===== src/sv/shabsh_pkg.sv =====
// Shared types and constants of the SHA-256 byte stream hasher.
package shabsh_pkg;

	// Input operation codes.
	localparam logic OP_ABSORB = 1'b0;
	localparam logic OP_FINISH = 1'b1;

	// Padding and length constants.
	localparam logic [7:0]  PAD_MARKER   = 8'h80;
	localparam logic [5:0]  LEN_POS      = 6'd56;
	localparam logic [5:0]  LAST_POS     = 6'd63;
	localparam logic [63:0] BLOCK_BITS   = 64'd512;

	// Eight 32-bit hash words, word 0 first.
	typedef logic [0:7][31:0] hash_t;

	// Round constants, round 0 first.
	localparam logic [0:63][31:0] ROUND_K = {
		32'h428a2f98, 32'h71374491, 32'hb5c0fbcf, 32'he9b5dba5,
		32'h3956c25b, 32'h59f111f1, 32'h923f82a4, 32'hab1c5ed5,
		32'hd807aa98, 32'h12835b01, 32'h243185be, 32'h550c7dc3,
		32'h72be5d74, 32'h80deb1fe, 32'h9bdc06a7, 32'hc19bf174,
		32'he49b69c1, 32'hefbe4786, 32'h0fc19dc6, 32'h240ca1cc,
		32'h2de92c6f, 32'h4a7484aa, 32'h5cb0a9dc, 32'h76f988da,
		32'h983e5152, 32'ha831c66d, 32'hb00327c8, 32'hbf597fc7,
		32'hc6e00bf3, 32'hd5a79147, 32'h06ca6351, 32'h14292967,
		32'h27b70a85, 32'h2e1b2138, 32'h4d2c6dfc, 32'h53380d13,
		32'h650a7354, 32'h766a0abb, 32'h81c2c92e, 32'h92722c85,
		32'ha2bfe8a1, 32'ha81a664b, 32'hc24b8b70, 32'hc76c51a3,
		32'hd192e819, 32'hd6990624, 32'hf40e3585, 32'h106aa070,
		32'h19a4c116, 32'h1e376c08, 32'h2748774c, 32'h34b0bcb5,
		32'h391c0cb3, 32'h4ed8aa4a, 32'h5b9cca4f, 32'h682e6ff3,
		32'h748f82ee, 32'h78a5636f, 32'h84c87814, 32'h8cc70208,
		32'h90befffa, 32'ha4506ceb, 32'hbef9a3f7, 32'hc67178f2
	};

	// Initial hash value.
	localparam hash_t INIT_HASH = {
		32'h6a09e667, 32'hbb67ae85, 32'h3c6ef372, 32'ha54ff53a,
		32'h510e527f, 32'h9b05688c, 32'h1f83d9ab, 32'h5be0cd19
	};

	// Commands from the sequencer to the compression core.
	typedef struct packed {
		logic       shift_en;
		logic [7:0] shift_byte;
		logic       start;
		logic       init;
	} core_cmd_t;

	// Status from the compression core.
	typedef struct packed {
		logic busy;
	} core_stat_t;

endpackage


===== src/sv/sha256_byte_stream_hasher_unit.sv =====
// SHA-256 byte stream hasher: sequencer for absorb, padding and digest transfer.
//
// Usage: the input channel (in_valid/in_ready) carries one item per transfer.
// An absorb item (operation 0) appends data_byte to the current 64-byte block;
// a finish item (operation 1) pads the message, hashes it and produces four
// result transfers on the output channel (out_valid/out_ready): digest_word
// holds two hash words big-endian, word_index counts 0..3 and last_word marks
// the fourth. After the fourth transfer a new message starts from the initial
// hash value.
// Timing: an absorb is taken whenever the sequencer is idle; the byte that fills
// a block starts a compression, and the block is busy through 64 rounds of the
// single round unit, the chaining add and the return to idle. A finish shifts
// padding bytes one per cycle, pausing while a compression runs, and runs one or
// two compressions before the first digest word is offered. The digest words are
// held until the receiver takes them; no input is taken while they wait or while a
// compression runs.
// Reset clears the byte count, the bit count and restores the initial hash.
module sha256_byte_stream_hasher_unit (
	input  logic        clk,
	input  logic        arst_n,
	input  logic        in_valid,
	output logic        in_ready,
	input  logic        operation,
	input  logic [7:0]  data_byte,
	output logic        out_valid,
	input  logic        out_ready,
	output logic [63:0] digest_word,
	output logic [1:0]  word_index,
	output logic        last_word
);

	typedef enum logic [2:0] {
		S_IDLE,
		S_ABS_WAIT,
		S_PAD,
		S_PAD_WAIT,
		S_EMIT
	} state_t;

	state_t                 state_q;
	logic [5:0]             fill_q;
	logic [63:0]            bits_q;
	logic [63:0]            len_q;
	logic                   first_q;
	logic                   lph_q;
	logic                   fin_q;
	logic [1:0]             idx_q;

	shabsh_pkg::core_cmd_t  cmd;
	shabsh_pkg::core_stat_t stat;
	shabsh_pkg::hash_t      hash;

	logic                   in_xfer;
	logic                   out_xfer;
	logic                   len_sel;
	logic [7:0]             pad_byte;

	assign in_ready  = (state_q == S_IDLE);
	assign out_valid = (state_q == S_EMIT);
	assign in_xfer   = in_valid && in_ready;
	assign out_xfer  = out_valid && out_ready;

	// Padding byte: marker first, then zeros, then the bit length from byte 56 on.
	assign len_sel  = !first_q && ((fill_q == shabsh_pkg::LEN_POS) || lph_q);
	assign pad_byte = first_q ? shabsh_pkg::PAD_MARKER : (len_sel ? len_q[63:56] : 8'h00);

	// Commands to the compression core.
	always_comb begin
		cmd.shift_en   = (in_xfer && (operation == shabsh_pkg::OP_ABSORB))
			|| (state_q == S_PAD);
		cmd.shift_byte = (state_q == S_PAD) ? pad_byte : data_byte;
		cmd.start      = cmd.shift_en && (fill_q == shabsh_pkg::LAST_POS);
		cmd.init       = out_xfer && (idx_q == 2'd3);
	end

	shabsh_core u_core (
		.clk    (clk),
		.arst_n (arst_n),
		.cmd    (cmd),
		.stat   (stat),
		.hash   (hash)
	);

	// Message sequencer.
	always_ff @(posedge clk or negedge arst_n) begin
		if (!arst_n) begin
			state_q <= S_IDLE;
			fill_q  <= '0;
			bits_q  <= '0;
			len_q   <= '0;
			first_q <= 1'b0;
			lph_q   <= 1'b0;
			fin_q   <= 1'b0;
			idx_q   <= '0;
		end else begin
			case (state_q)
				S_IDLE: begin
					if (in_xfer) begin
						if (operation == shabsh_pkg::OP_FINISH) begin
							len_q   <= bits_q + {55'd0, fill_q, 3'd0};
							first_q <= 1'b1;
							lph_q   <= 1'b0;
							state_q <= S_PAD;
						end else begin
							fill_q <= fill_q + 6'd1;
							if (fill_q == shabsh_pkg::LAST_POS) begin
								bits_q  <= bits_q + shabsh_pkg::BLOCK_BITS;
								state_q <= S_ABS_WAIT;
							end
						end
					end
				end
				S_ABS_WAIT: begin
					if (!stat.busy) begin
						state_q <= S_IDLE;
					end
				end
				S_PAD: begin
					first_q <= 1'b0;
					fill_q  <= fill_q + 6'd1;
					if (len_sel) begin
						lph_q <= 1'b1;
						len_q <= {len_q[55:0], 8'h00};
					end
					if (fill_q == shabsh_pkg::LAST_POS) begin
						fin_q   <= len_sel;
						state_q <= S_PAD_WAIT;
					end
				end
				S_PAD_WAIT: begin
					idx_q <= '0;
					if (!stat.busy) begin
						state_q <= fin_q ? S_EMIT : S_PAD;
					end
				end
				S_EMIT: begin
					if (out_xfer) begin
						idx_q <= idx_q + 2'd1;
						if (idx_q == 2'd3) begin
							fill_q  <= '0;
							bits_q  <= '0;
							lph_q   <= 1'b0;
							state_q <= S_IDLE;
						end
					end
				end
				default: begin
					state_q <= S_IDLE;
				end
			endcase
		end
	end

	// Digest word selection from the held chaining value.
	assign digest_word = {hash[{idx_q, 1'b0}], hash[{idx_q, 1'b1}]};
	assign word_index  = idx_q;
	assign last_word   = (idx_q == 2'd3);

endmodule


===== src/sv/shabsh_core.sv =====
// Block buffer, message schedule window and one-round-per-cycle compression unit.
module shabsh_core (
	input  logic                   clk,
	input  logic                   arst_n,
	input  shabsh_pkg::core_cmd_t  cmd,
	output shabsh_pkg::core_stat_t stat,
	output shabsh_pkg::hash_t      hash
);

	typedef enum logic [1:0] {
		C_IDLE,
		C_ROUND,
		C_ADD
	} core_state_t;

	core_state_t       state_q;
	logic [5:0]        cnt_q;
	shabsh_pkg::hash_t hash_q;
	shabsh_pkg::hash_t v_q;
	logic [511:0]      blk_q;

	logic [31:0] w0, w1, w9, w14, s0, s1, w_new;
	logic [31:0] big_s0, big_s1, ch, maj, t1, t2;

	function automatic logic [31:0] rotr(input logic [31:0] x, input int unsigned n);
		rotr = (x >> n) | (x << (32 - n));
	endfunction

	// Schedule window taps: oldest word in the top 32 bits.
	assign w0  = blk_q[511:480];
	assign w1  = blk_q[479:448];
	assign w9  = blk_q[223:192];
	assign w14 = blk_q[63:32];

	// Next schedule word.
	always_comb begin
		s0    = rotr(w1, 7) ^ rotr(w1, 18) ^ (w1 >> 3);
		s1    = rotr(w14, 17) ^ rotr(w14, 19) ^ (w14 >> 10);
		w_new = w0 + s0 + w9 + s1;
	end

	// One compression round on the working variables.
	always_comb begin
		big_s1 = rotr(v_q[4], 6) ^ rotr(v_q[4], 11) ^ rotr(v_q[4], 25);
		ch     = (v_q[4] & v_q[5]) ^ (~v_q[4] & v_q[6]);
		big_s0 = rotr(v_q[0], 2) ^ rotr(v_q[0], 13) ^ rotr(v_q[0], 22);
		maj    = (v_q[0] & v_q[1]) ^ (v_q[0] & v_q[2]) ^ (v_q[1] & v_q[2]);
		t1     = v_q[7] + big_s1 + ch + shabsh_pkg::ROUND_K[cnt_q] + w0;
		t2     = big_s0 + maj;
	end

	// Sequencer, round counter and chaining value.
	always_ff @(posedge clk or negedge arst_n) begin
		if (!arst_n) begin
			state_q <= C_IDLE;
			cnt_q   <= '0;
			hash_q  <= shabsh_pkg::INIT_HASH;
		end else begin
			case (state_q)
				C_IDLE: begin
					cnt_q <= '0;
					if (cmd.init) begin
						hash_q <= shabsh_pkg::INIT_HASH;
					end
					if (cmd.start) begin
						state_q <= C_ROUND;
					end
				end
				C_ROUND: begin
					cnt_q <= cnt_q + 6'd1;
					if (cnt_q == shabsh_pkg::LAST_POS) begin
						state_q <= C_ADD;
					end
				end
				C_ADD: begin
					for (int i = 0; i < 8; i++) begin
						hash_q[i] <= hash_q[i] + v_q[i];
					end
					state_q <= C_IDLE;
				end
				default: begin
					state_q <= C_IDLE;
				end
			endcase
		end
	end

	// Working variables and the block buffer, filled a byte at a time, that becomes the schedule window.
	always_ff @(posedge clk) begin
		if (state_q == C_ROUND) begin
			v_q   <= {t1 + t2, v_q[0], v_q[1], v_q[2], v_q[3] + t1, v_q[4], v_q[5], v_q[6]};
			blk_q <= {blk_q[479:0], w_new};
		end else begin
			if (cmd.start) begin
				v_q <= hash_q;
			end
			if (cmd.shift_en) begin
				blk_q <= {blk_q[503:0], cmd.shift_byte};
			end
		end
	end

	assign stat.busy = (state_q != C_IDLE);
	assign hash      = hash_q;

endmodule

===== config.mk =====
export PLATFORM = sky130hd
export DESIGN_NAME = sha256_byte_stream_hasher_unit
export DESIGN_NICKNAME = d
export VERILOG_FILES = /design/src/sv/shabsh_pkg.sv /design/src/sv/sha256_byte_stream_hasher_unit.sv /design/src/sv/shabsh_core.sv
export SDC_FILE = /design/constraint.sdc
export NUM_CORES = 2
export LEC_CHECK = 0
export BUFFER_PORTS_ARGS = -buffer_cell sky130_fd_sc_hd__buf_2
export CORE_UTILIZATION = 60
export DETAILED_ROUTE_END_ITERATION = 8
export MAX_ROUTING_LAYER = met4
export PLACE_DENSITY = 0.78
export SLEW_MARGIN = 30
export SYNTH_ARGS = -nofsm -noshare
export SYNTH_HDL_FRONTEND = slang
export SYNTH_SLANG_ARGS = --single-unit

===== constraint.sdc =====
create_clock -name clk -period 26.5 [get_ports clk]
set_input_delay 7.95 -clock clk [delete_from_list [all_inputs] [get_ports clk]]
set_output_delay 7.95 -clock clk [all_outputs]
set_load 0.03 [all_outputs]

# Word level (Yosys, flattened, before mapping)
# Memories as Yosys holds them, arrays and structs flattened.
# Index checks and enable logic that the tools add are counted.
[op_classes]
reduce_logical = 30
eq_ne = 24
n_addsub = 23
order_cmp = 3
n_mux = 57
bitwise = 31
[ops]
columns = ["operator", "n"]
rows = [
  ["$mux 512", 2],
  ["$mux 256", 3],
  ["$add 32x32->32", 18],
  ["$mux 64", 8],
  ["$pmux 256 s2", 1],
  ["$xor 32x32->32", 9],
  ["$pmux 64 s2", 2],
  ["$bmux 32 s3", 2],
  ["$mux 32", 6],
  ["$and 32x32->32", 5],
  ["$add 64x10->64 const B", 1],
  ["$add 64x9->64", 1],
  ["$not 32->32", 1],
  ["$or 10x32->32", 1],
  ["$or 13x32->32", 1],
  ["$or 14x32->32", 1],
  ["$or 15x32->32", 1],
  ["$or 19x32->32", 1],
  ["$or 21x32->32", 1],
  ["$or 25x32->32", 1],
  ["$or 26x32->32", 1],
  ["$or 30x32->32", 1],
  ["$or 7x32->32", 1],
  ["$xor 32x22->32", 1],
  ["41 further kinds", 98],
]
[word_totals]
elab_cells = 196
out_inout_bits = 69
rom_bits = 2048
register_bits = 1174
mem_count = 1
input_bits = 13
[mem_list]
columns = ["name", "words", "word_bits", "rd", "rd_clocked_by_memory_dff", "write_ports", "line_no", "rtl"]
rows = [
  ["(name not given)", 64, 32, 1, 0, 0, "shabsh_core.sv:48", "t1 = v_q[7] + big_s1 + ch + shabsh_pkg::ROUND_K[cnt_q] + w0;"],
]

# Depth between registers and ports, before layout
[depth]
ltp_word = 9
depth_mapped = 44
mapped_depth_nobuf = 42

# Hierarchy
# A second synthesis with hierarchy kept.
[hier_totals]
cells_unflattened = 8618
hier_area_um2 = 78367.7
[by_module_without_submodules]
columns = ["module", "seq_area_each_um2", "area_each_um2", "n_inst", "cells_each"]
rows = [
  ["shabsh_core", 29838.6, 69820.7, 1, 7743],
  ["sha256_byte_stream_hasher_unit", 3278.1, 8546.9, 1, 875],
]

# Worst setup path after synthesis
# OpenSTA, ideal clock, no wires.
[synth_path]
path_type = "in2reg"
startpoint = "input operation"
endpoint = "register u_core.v_q[0] in the netlist's numbering (enable)"
t_arrival_ns = 26.292
stages = 4
setup_slack_ns = -1.021
path_cell_list = "clkbuf_1 -> nor2b_1 -> o21ai_0 -> o21ai_0"
[synth_via]
elab_chain_cells = 5
[synth_rtl]
columns = ["item", "line_no", "rtl"]
rows = [
  ["start, declared", "sha256_byte_stream_hasher_unit.sv:23", "input logic operation,"],
  ["$not 1->1", "sha256_byte_stream_hasher_unit.sv:69", "cmd.shift_en = (in_xfer && (operation == shabsh_pkg::OP_ABSORB))"],
  ["$logic_and 1x1->1", "sha256_byte_stream_hasher_unit.sv:69", ""],
  ["$logic_or 1x1->1", "sha256_byte_stream_hasher_unit.sv:70", "|| (state_q == S_PAD);"],
  ["$logic_and 1x1->1", "sha256_byte_stream_hasher_unit.sv:72", "cmd.start = cmd.shift_en && (fill_q == shabsh_pkg::LAST_POS);"],
  ["$reduce_bool 2->1 (no source line)", "--", ""],
  ["end signal, assigned", "shabsh_core.sv:91", "v_q <= {t1 + t2, v_q[0], v_q[1], v_q[2], v_q[3] + t1, v_q[4], v_q[5], v_q[6]};"],
  ["end signal, assigned", "shabsh_core.sv:95", "v_q <= hash_q;"],
  ["end, declared", "shabsh_core.sv:19", "shabsh_pkg::hash_t v_q;"],
]
# No other way between the ends.
# A chain may end at the register's enable or synchronous reset.

# Worst setup path in the final report
[layout_path]
startpoint = "input operation"
endpoint = "register u_core.blk_q[435] (enable)"
[layout_via]
elab_chain_cells = 4
[layout_rtl]
columns = ["item", "line_no", "rtl"]
rows = [
  ["$not 1->1", "sha256_byte_stream_hasher_unit.sv:69", ""],
  ["$logic_and 1x1->1", "sha256_byte_stream_hasher_unit.sv:69", ""],
  ["$logic_or 1x1->1", "sha256_byte_stream_hasher_unit.sv:70", ""],
  ["$reduce_bool 2->1 (no source line)", "--", ""],
  ["end signal, assigned", "shabsh_core.sv:92", "blk_q <= {blk_q[479:0], w_new};"],
  ["end signal, assigned", "shabsh_core.sv:98", "blk_q <= {blk_q[503:0], cmd.shift_byte};"],
  ["end, declared", "shabsh_core.sv:20", "logic [511:0] blk_q;"],
]
# No other way between the ends.

==> summary.md <==
| Metric | Value |
|---|---|
| Setup repair bufs after CTS | `0` |
| Routed WL | `246 mm` |
| Worst Hold Path EP | `len_q[58]` |
| CTS Hold Bufs | `0` |
| Chip Width | `362 microns` |
| Crit end category | `flop` |
| RSZ-0062 raised after global routing | `no` |
| Internal power | `2990 uW` |
| Rel. slew slack | `between 20% and 30%` |
| Via density per instance | `6.24` |
| Crit path DAT | `approximately 12000 ps` |
| Clock-pin transition on the worst setup and hold timing paths | `approximately 60 ps` |
| Final worst path period share | `between 40% and 50%` |
| Synthesized Nets | `9063` |
| Worst path most repeated cell | `buf_4` |
| TritonCTS Sinks | `1163` |
| Die height | `roughly 360 microns` |
| Cell chain of the critical path | `buf_2 -> nor2b_1 -> o21ai_0 -> nand2_4 -> buf_4 -> buf_4 -> buf_12 -> buf_16` |
| Dpl cells | `between 9000 and 10000` |
| Critical path's top delay family | `buffers and inverters` |
| Residual DRC | `0` |
| Core ar. | `128000 sq um` |
| First-pass GRT wire length | `approximately 370 mm` |
| Switch Pwr | `approximately 840 uW` |
| DRT iter0 DRCs | `just over 7000` |
| Skew final | `roughly 43 ps` |
| Initial antenna violation count | `5` |
| Post-synth top area cell | `edfxtp_1` |
| WS Path Type | `in2reg` |
| FILL cells | `about 10000` |
| Peak Freq | `0.0858 GHz` |
| Post-route core utilization | `65.4%` |
| Initial core utilization | `roughly 60%` |
| Least-Margin Pin Slew | `approximately 1200 ps` |
| Hold violation count in the final report | `0` |
| Max-slew violation count | `0` |
| Final setup violation count | `0` |
| Synth Flop Type | `edfxtp_1` |
| Hold Crit Class | `reg2reg` |
| Final min period | `around 12000 ps` |
| PostCTS Resize Cnt | `0` |
| Slowest stage delay, CP | `slightly below 900 ps` |
| Remaining Overflow, GRT | `0` |
| GP Congestion | `1.08` |
| I/O pins | `82` |
| Drt pass-1 iters | `6` |
| Max cap viols | `0` |
| Number of synthesized flops with an enable pin | `around 770` |
| Leakage | `roughly 0.037 uW` |
| Startpoint Class | `input pin` |
| Hold path cells | `2` |
| Setup Total Neg Slack | `0 ps` |
| Row cnt | `131` |
| Clock Path Buffers | `3` |
| Logic pwr share | `0.4%` |
| Most common cell after layout, fill and taps aside | `nand2_1` |
| Synth area leaders | `edfxtp_1 30%, nand2_1 12%, dfrtp_1 8.3%` |
| Worst reg2reg endpoint | `u_core.v_q[255]` |
| Vias | `63000` |
| Syn Inst Count | `8459` |
| Hpwl dp | `about 180 mm` |
| # port buffers | `81` |
| Unique masters post-synth | `around 100` |
| Final non-filler cell total | `10100` |
| WL per Instance | `between 20 and 25 microns` |
| ANT nets after route | `0` |
| Avg Cell Area, Syn | `about 9.2 sq um` |
| Crit Path Max Fanout | `around 100` |
| Clock latency at the later pin of the worst-skew pair | `~810 ps` |
| Post-synthesis register bit count | `between 1000 and 1500` |
| VDD IR max | `approximately 57 uV` |
| Clock network power share | `roughly half` |
| Final #Nets | `8873` |
| Post-synthesis async set-or-reset flop share | `34.0%` |
| Reg2reg start | `u_core.cnt_q[1]` |
| Reg2Reg Depth | `39` |
| Synth top area share | `a little under 30%` |
| Clock root cell | `clkbuf_16` |
| Setup slack, reg-to-reg | `~15000 ps` |
| Total CTS buffers | `134` |
| CTS HTree Levels | `4` |
| WP buf/inv | `5` |
| PD cells | `roughly 46 nW/um^2` |
| Layout cells sized above 1 | `under 10%` |
| TritonCTS clock tree | `built` |
| Status | `finished clean` |
| Hold wc startpoint | `len_q[58]` |
| Seq pwr share | `approximately half` |
| Fin Hold WS | `around 480 ps` |
| CP Data Required Time | `about 27000 ps` |
| Gr usage total | `38.5%` |
| CP max stage cell | `buf_4` |
| Yosys warns | `0` |
| Area growth syn-to-layout | `7.78%` |
| Die area | `131000 sq um` |
| Vias in the first global route | `about 60000` |
| Largest net degree at the start of global routing | `around 240` |
| Sw frac | `21.9%` |
| Post-Place Setup Slack | `roughly 14000 ps` |
| Final WS setup | `14840 ps` |
| Sequential fraction of the synthesis area | `between 40 and 50%` |
| Post-synth design cell area | `77600 sq um` |
| Commonest cells after routing, fill and taps aside | `2519 x nand2_1, 768 x edfxtp_1, 510 x o21ai_0` |
==> state kept, by name, indices dropped and copies added (netlist names) <==
signal and flops:
u_core.blk_q 512, u_core.hash 256, u_core.v_q 256, len_q 62
bits_q 55, fill_q 6, u_core.cnt_q 6, state_q 3
u_core.state_q 2, word_index 2, fin_q 1, first_q 1
lph_q 1
==> worst reg2reg max path, delay by kind of cell, from the launching register on <==
family,cells,cell delay [ps]
AOI/OAI and AO/OA,13,3000
adders and majority gates,8,3690
and+or+nand+nor,10,2460
buffers and inverters,7,1280
xor gates and xnor gates,1,330
DFF,1,320
==> cell type report <==
cell class | instances | area, sq um | share of cell area, %
clock inverters | 53 | 658 | 0.787
diodes | 4 | 10.0 | 0.0120
multi-input cells | 6507 | 41600 | 49.8
repair buffers | 149 | 1140 | 1.36
well taps | 1729 | 2160 | 2.59
flip-flops and latches | 1163 | 33100 | 39.6
inverters | 314 | 1180 | 1.41
clock buffers | 188 | 3760 | 4.49
==> layer usage <==
layer	routed length [microns]	part of all wire (%)	track usage [%]
met5	0	0	-
met3	21900	8.9	6.44
met4	15700	6.4	21.3
met2	113000	46	58.9
met1	94800	39	48.9
==> synth_stat cells, types with 58 or more instances <==
library cell / n
o21ai_0: 511
nor3_1: 95
ha_1: 396
mux4_2: 70
clkbuf_1: 442
mux2i_1: 87
dfstp_2: 136
nor2_1: 395
inv_1: 309
a21oi_1: 478
xnor2_1: 379
dfrtp_1: 259
fa_1: 195
nor2b_1: 58
xor2_1: 236
nand2b_1: 73
a31oi_1: 60
a21o_1: 192
nand3_1: 99
edfxtp_1: 768
nand2_1: 2521
==> cell families after synthesis <==
| logic type | Yosys count | share of synthesized area [%] |
|---|---|---|
| buf+inv | 789 | 3.83 |
| mux | 167 | 3.30 |
| compound gates | 1665 | 13.3 |
| flops | 1163 | 42.7 |
| xor+xnor | 617 | 7.00 |
| fa+ha+maj | 609 | 11.6 |
| simple gates | 3449 | 18.3 |
==> power by group through the flow <==
stage          sequential (uW)  combinational, uW  clock [uW]
3_3_place_gp              1960               17.5           0
2_1_floorplan             1960               1.68           0
4_1_cts                   1920               17.6        1900
6_report                  1920               17.0        1880
3_5_place_dp              1960               17.6           0
5_1_grt                   1920               19.6        1960
==> worst max path at each step <==
stage                     startpoint  slack, ps           endpoint  depth (start not counted)
after global routing       operation      14560  u_core.blk_q[435]                          8
final                      operation      14840  u_core.blk_q[435]                          8
after global placement     operation      14220  u_core.blk_q[435]                          7
after floorplan            operation       5910      u_core.v_q[0]                          4
after CTS                  operation      14970  u_core.blk_q[435]                          7
after detailed placement   operation      14120  u_core.blk_q[435]                          7
==> through the flow <==
stage                     cell area, sq um  total power (uW)
final                                83700              3820
after global routing                 83700              3900
after CTS                            83500              3840
after floorplan                      77600              1960
after global placement               79100              1970
after detailed placement             79100              1970
No activity file was read; power rests on OpenSTA's default activity.
